### config.mk
export PLATFORM = sky130hd
export DESIGN_NAME = srig_queue
export DESIGN_NICKNAME = d
export VERILOG_FILES = /design/src/rtl/srig_pkg.sv /design/src/rtl/srig_queue.sv
export VERILOG_INCLUDE_DIRS = /design/src /design/src/rtl
export SDC_FILE = /design/constraint.sdc
export NUM_CORES = 1
export LEC_CHECK = 0
export BUFFER_PORTS_ARGS = -buffer_cell sky130_fd_sc_hd__buf_4
export CELL_PAD_IN_SITES_DETAIL_PLACEMENT = 1
export CELL_PAD_IN_SITES_GLOBAL_PLACEMENT = 1
export CORE_MARGIN = 5
export CORE_UTILIZATION = 46
export CTS_CLUSTER_DIAMETER = 200
export DETAILED_ROUTE_END_ITERATION = 6
export PLACE_DENSITY_LB_ADDON = 0.1
export SETUP_SLACK_MARGIN = 0.1
export SLEW_MARGIN = 25
export SYNTH_ARGS = -nofsm -noshare
export SYNTH_HDL_FRONTEND = slang
export SYNTH_SLANG_ARGS = --single-unit
export TNS_END_PERCENT = 1
### constraint.sdc
create_clock -name clk -period 4.35 [get_ports clk]
set_clock_uncertainty 0.05 [all_clocks]
set_input_delay 0.435 -clock clk [delete_from_list [all_inputs] [get_ports clk]]
set_output_delay 0.435 -clock clk [all_outputs]
set_load 0.1 [all_outputs]
### src/rtl/stepper_ramp_interval_generator_macros.svh
// Assertion helpers shared by the ramp generator modules.
`ifndef STEPPER_RAMP_INTERVAL_GENERATOR_MACROS_SVH
`define STEPPER_RAMP_INTERVAL_GENERATOR_MACROS_SVH

// Same-cycle implication, checked out of reset.
`define SRIG_ASSERT_IMP(lbl, ante, cons, msg) \
  lbl: assert property (@(posedge clk) disable iff (!rst_n) (ante) |-> (cons)) \
    else $error(msg);

// Next-cycle implication, checked out of reset.
`define SRIG_ASSERT_NXT(lbl, ante, cons, msg) \
  lbl: assert property (@(posedge clk) disable iff (!rst_n) (ante) |=> (cons)) \
    else $error(msg);

`endif

### src/rtl/srig_pkg.sv
`timescale 1ns / 1ps
package srig_pkg;

  localparam int CHANNELS = 4;
  localparam int CH_W     = 2;

  localparam logic [23:0] TIMER_BASE_HZ = 24'd12000000;
  localparam logic [31:0] TGT_NUM       = 32'd720000000;
  localparam logic [16:0] STOP_PAD      = 17'd100;
  localparam logic [10:0] RUNIN_LIMIT   = 11'd1024;
  localparam logic [48:0] M_CAP         = {49{1'b1}};
  localparam logic [31:0] RUNIN_EDGE    = 32'hFFFF0000;
  localparam logic [2:0]  SHIFT_MAX     = 3'd5;

  localparam logic [1:0] MODE_SPEED   = 2'd0;
  localparam logic [1:0] MODE_TICK    = 2'd1;
  localparam logic [1:0] MODE_DISABLE = 2'd2;

  localparam logic [2:0] CFG_SHIFT0 = 3'd0;
  localparam logic [2:0] CFG_SHIFT1 = 3'd1;
  localparam logic [2:0] CFG_SHIFT2 = 3'd2;
  localparam logic [2:0] CFG_SHIFT3 = 3'd3;
  localparam logic [2:0] CFG_ACCEL  = 3'd4;
  localparam logic [2:0] CFG_MAXIV  = 3'd5;

  localparam int QUEUE_DEPTH = 2;

  typedef enum logic [1:0] {
    OP_SPEED,
    OP_TICK,
    OP_DISABLE,
    OP_NOP
  } op_t;

  typedef struct packed {
    op_t              op;
    logic [CH_W-1:0]  ch;
    logic [31:0]      spm;
  } item_t;

  typedef struct packed {
    logic [3:0][2:0] shift;
    logic [15:0]     accel;
    logic [15:0]     max_iv;
  } cfg_t;

  typedef struct packed {
    logic [CH_W-1:0] ch;
    logic [15:0]     period;
    logic [14:0]     compare;
    logic            ld;
    logic            stp;
    logic            stopped_ev;
    logic            ok;
  } res_t;

endpackage

### src/rtl/srig_queue.sv
`timescale 1ns / 1ps
module srig_queue
  import srig_pkg::*;
(
  input  logic  clk,
  input  logic  rst_n,
  input  logic  push,
  input  item_t push_item,
  output logic  full,
  input  logic  pop,
  output logic  q_valid,
  output item_t q_item
);

  `include "stepper_ramp_interval_generator_macros.svh"

  localparam int PTR_W = $clog2(QUEUE_DEPTH);
  localparam int CNT_W = $clog2(QUEUE_DEPTH + 1);

  item_t              mem_r [QUEUE_DEPTH];
  logic [PTR_W-1:0]   wr_r, wr_nxt, rd_r, rd_nxt;
  logic [CNT_W-1:0]   cnt_r, cnt_nxt;

  assign full    = (cnt_r == CNT_W'(QUEUE_DEPTH));
  assign q_valid = (cnt_r != '0);
  assign q_item  = mem_r[rd_r];

  always_comb begin
    wr_nxt  = wr_r;
    rd_nxt  = rd_r;
    cnt_nxt = cnt_r;
    if (push) begin
      wr_nxt = (wr_r == PTR_W'(QUEUE_DEPTH - 1)) ? '0 : wr_r + PTR_W'(1);
    end
    if (pop) begin
      rd_nxt = (rd_r == PTR_W'(QUEUE_DEPTH - 1)) ? '0 : rd_r + PTR_W'(1);
    end
    if (push && !pop) begin
      cnt_nxt = cnt_r + CNT_W'(1);
    end else if (pop && !push) begin
      cnt_nxt = cnt_r - CNT_W'(1);
    end
  end

  always_ff @(posedge clk) begin
    if (!rst_n) begin
      wr_r  <= '0;
      rd_r  <= '0;
      cnt_r <= '0;
    end else begin
      wr_r  <= wr_nxt;
      rd_r  <= rd_nxt;
      cnt_r <= cnt_nxt;
    end
  end

  always_ff @(posedge clk) begin
    if (push) begin
      mem_r[wr_r] <= push_item;
    end
  end

  `SRIG_ASSERT_IMP(a_q_no_underflow, pop, cnt_r != '0, "queue popped while empty")
  `SRIG_ASSERT_IMP(a_q_no_overflow, push, !full, "queue pushed while full")

endmodule

==> summary.md <==
| Metric | Value |
|---|---|
| Status | `complete, no violations` |
| Post-Route WL | `5.28 mm` |
| Share of layout cells above drive strength 1 | `58.5%` |
| Share of the synthesized area in the top cell type | `76.5%` |
| Num CTS Buffers | `9` |
| Pleak | `1.39 nW` |
| Endpoint class of the critical path | `primary output` |
| Layout area overhead | `29.9%` |
| DIE AREA | `0.00782 sq mm` |
| Core ar. | `roughly 0.0060 sq mm` |
| Vias in the first global route | `1683` |
| TritonRoute pass-1 iters | `4` |
| Clock Pin Slew Worst Setup and Hold Paths | `0.08 ns` |
| Final Cycle Share | `a little under three fifths` |
| Fin crit period | `2.41 ns` |
| Layout Nets | `260` |
| First-pass GRT wire length | `about 8.2 mm` |
| Yosys cell types | `17` |
| Routed vias | `1450` |
| Congestion Overflow GR | `0` |
| Syn_area_per_cell | `about 21 sq um` |
| Core Rows | `28` |
| Hold WC Path Type | `in -> reg` |
| CP Launch Type | `flip-flop` |
| Maximum clock insertion buffer count | `2` |
| # fillers | `548` |
| Sink Count | `77` |
| Drt via density | `4.85` |
| DP HPWL | `around 3.6 mm` |
| WP data arrival | `just under 2 ns` |
| Most common cell in the netlist | `edfxtp_1` |
| Max cap viols | `0` |
| Worst Max-Slew Pin Slew | `between 0.8 and 0.9 ns` |
| Part of the Yosys area used for sequential elements | `80.0%` |
| Antenna violations before repair | `0` |
| Max VDD drop | `about 0.00032 V` |
| Remaining DRCs | `0` |
| Antenna Nets Post-Route | `0` |
| Fmax | `414 MHz` |
| Final number of setup-violating endpoints | `0` |
| Initial DRC Count | `88` |
| TritonCTS clock tree | `yes` |
| CTS root buf | `clkbuf_8` |
| Post-CTS Hold Fix Bufs | `0` |
| PD cells | `498 mW/mm^2` |
| IO Count | `around 80` |
| Final Cell Area | `0.00367 sq mm` |
| Mapped Nets | `175` |
| Worst skew pair latency | `0.33 ns` |
| Synth area leader | `edfxtp_1` |
| Max H-tree Level | `3` |
| Antenna fix cells | `0` |
| EDFF count, synth | `72` |
| Die height | `88.4 microns` |
| WL/cell | `between 15 and 20 microns` |
| Primary FF master, synth | `edfxtp_1` |
| Post-synth ARST share | `0%` |
| Starting Density | `47.5%` |
| Pin count of the biggest net entering global routing | `38` |
| GRT Resource Usage Total | `14.7%` |
| Synth warn | `0` |
| Synthesized cell area | `~0.0028 sq mm` |
| Slew margin rel. | `40.2%` |
| Area after DPL | `0.00347 sq mm` |
| Fin. max-slew vios | `0` |
| RePlAce Congestion | `0.692` |
| Synth top area cells | `edfxtp_1 76%, mux2_2 14%, dfxtp_1 3.5%` |
| Sum Neg Setup Slack | `0 ns` |
| RSZ-0062 raised after global routing | `no` |
| Critical Path RT | `a little under 4 ns` |
| Seq cells post-synth | `77` |
| Cells resized by post-CTS repair | `0` |
| IO buf count | `between 70 and 80` |
| Die width | `approximately 88 microns` |
| Fin. Hold Viols | `0` |
| Critical path peak fanout | `36` |
| Commonest cells post-synth | `72 x edfxtp_1, 36 x mux2_2, 5 x dfxtp_1` |
| Setup Buffers After CTS | `0` |
| Syn Inst Count | `134` |
| WS Path Type | `reg -> out` |
## logic make-up after synthesis
family	count (synthesis)	synth area share, %
flops	77	80.0
mux	36	14.3
simple gates	9	2.08
buf+inv	5	1.50
compound gates	3	0.708
xor+xnor	3	0.929
fa+ha+maj	1	0.442
## flip-flops by register name, summed over array words and instances, names as in the netlist, named ones only
register / cells
wr_r: 1
cnt_r: 2
mem_r: 72
rd_r: 1
## metrics by stage
step / setup WS, ns / power, mW / hold slack (ns) / utilization, % / cells
detailed placement: 2.29 / 1.35 / 0.488 / 58.3 / 282
global route: 1.85 / 1.90 / 0.190 / 61.7 / 299
floorplan: 1.78 / 1.25 / 0.411 / - / 134
finish: 1.94 / 1.83 / 0.225 / 61.7 / 299
CTS: 1.89 / 1.85 / 0.209 / 61.3 / 298
global placement: 2.30 / 1.34 / 0.423 / 58.3 / 282
## power by group
part | switching (mW) | leakage (nW) | internal, mW
logic | 0.336 | 0.580 | 0.117
clock network | 0.241 | 0.0888 | 0.258
registers | 0.0235 | 0.718 | 0.854
total | 0.601 | 1.39 | 1.23
## cell type report
| cell class | count | area, sq um | area share [%] |
|---|---|---|---|
| timing repair buffer | 78 | 598 | 16.3 |
| inverter | 1 | 3.75 | 0.102 |
| clock inverter | 6 | 53.8 | 1.47 |
| clock buffer | 10 | 128 | 3.48 |
| tap | 75 | 93.8 | 2.56 |
| multi-input combinational | 52 | 532 | 14.5 |
| sequential | 77 | 2260 | 61.6 |
## final timing paths
path                              startpoint  depth (start not counted)      endpoint  slack, ns
worst max-delay path               flip-flop                          2    q_item[35]       1.94
worst min-delay path            push_item[0]                          1   mem_r[0][0]       0.22
worst max register to register          wr_r                          1  mem_r[1][32]       2.75
worst min register to register      cnt_r[1]                          2      cnt_r[1]       0.49
## routing by layer
| layer | GRT usage (%) | wire length (microns) |
|---|---|---|
| met5 | 0 | 0 |
| met4 | 6.18 | 72 |
| met3 | 6.24 | 439 |
| met2 | 25.6 | 2860 |
| met1 | 15.6 | 1900 |
## cells in the final DEF, fill, tap and decap left out, types with 2 or more instances in the layout
cell type and n:
edfxtp_1 72, and2_1 3, mux2_2 36, buf_4 77, dfxtp_1 4, clkinv_1 3, xor2_1 2, clkbuf_8 9
## critical path, stage by stage, from the launching register on
cell and delay, ns:
dfxtp_2 0.90, mux2_2 0.44, buf_4 0.24
Note: power is estimated with default switching activity, not from simulation.
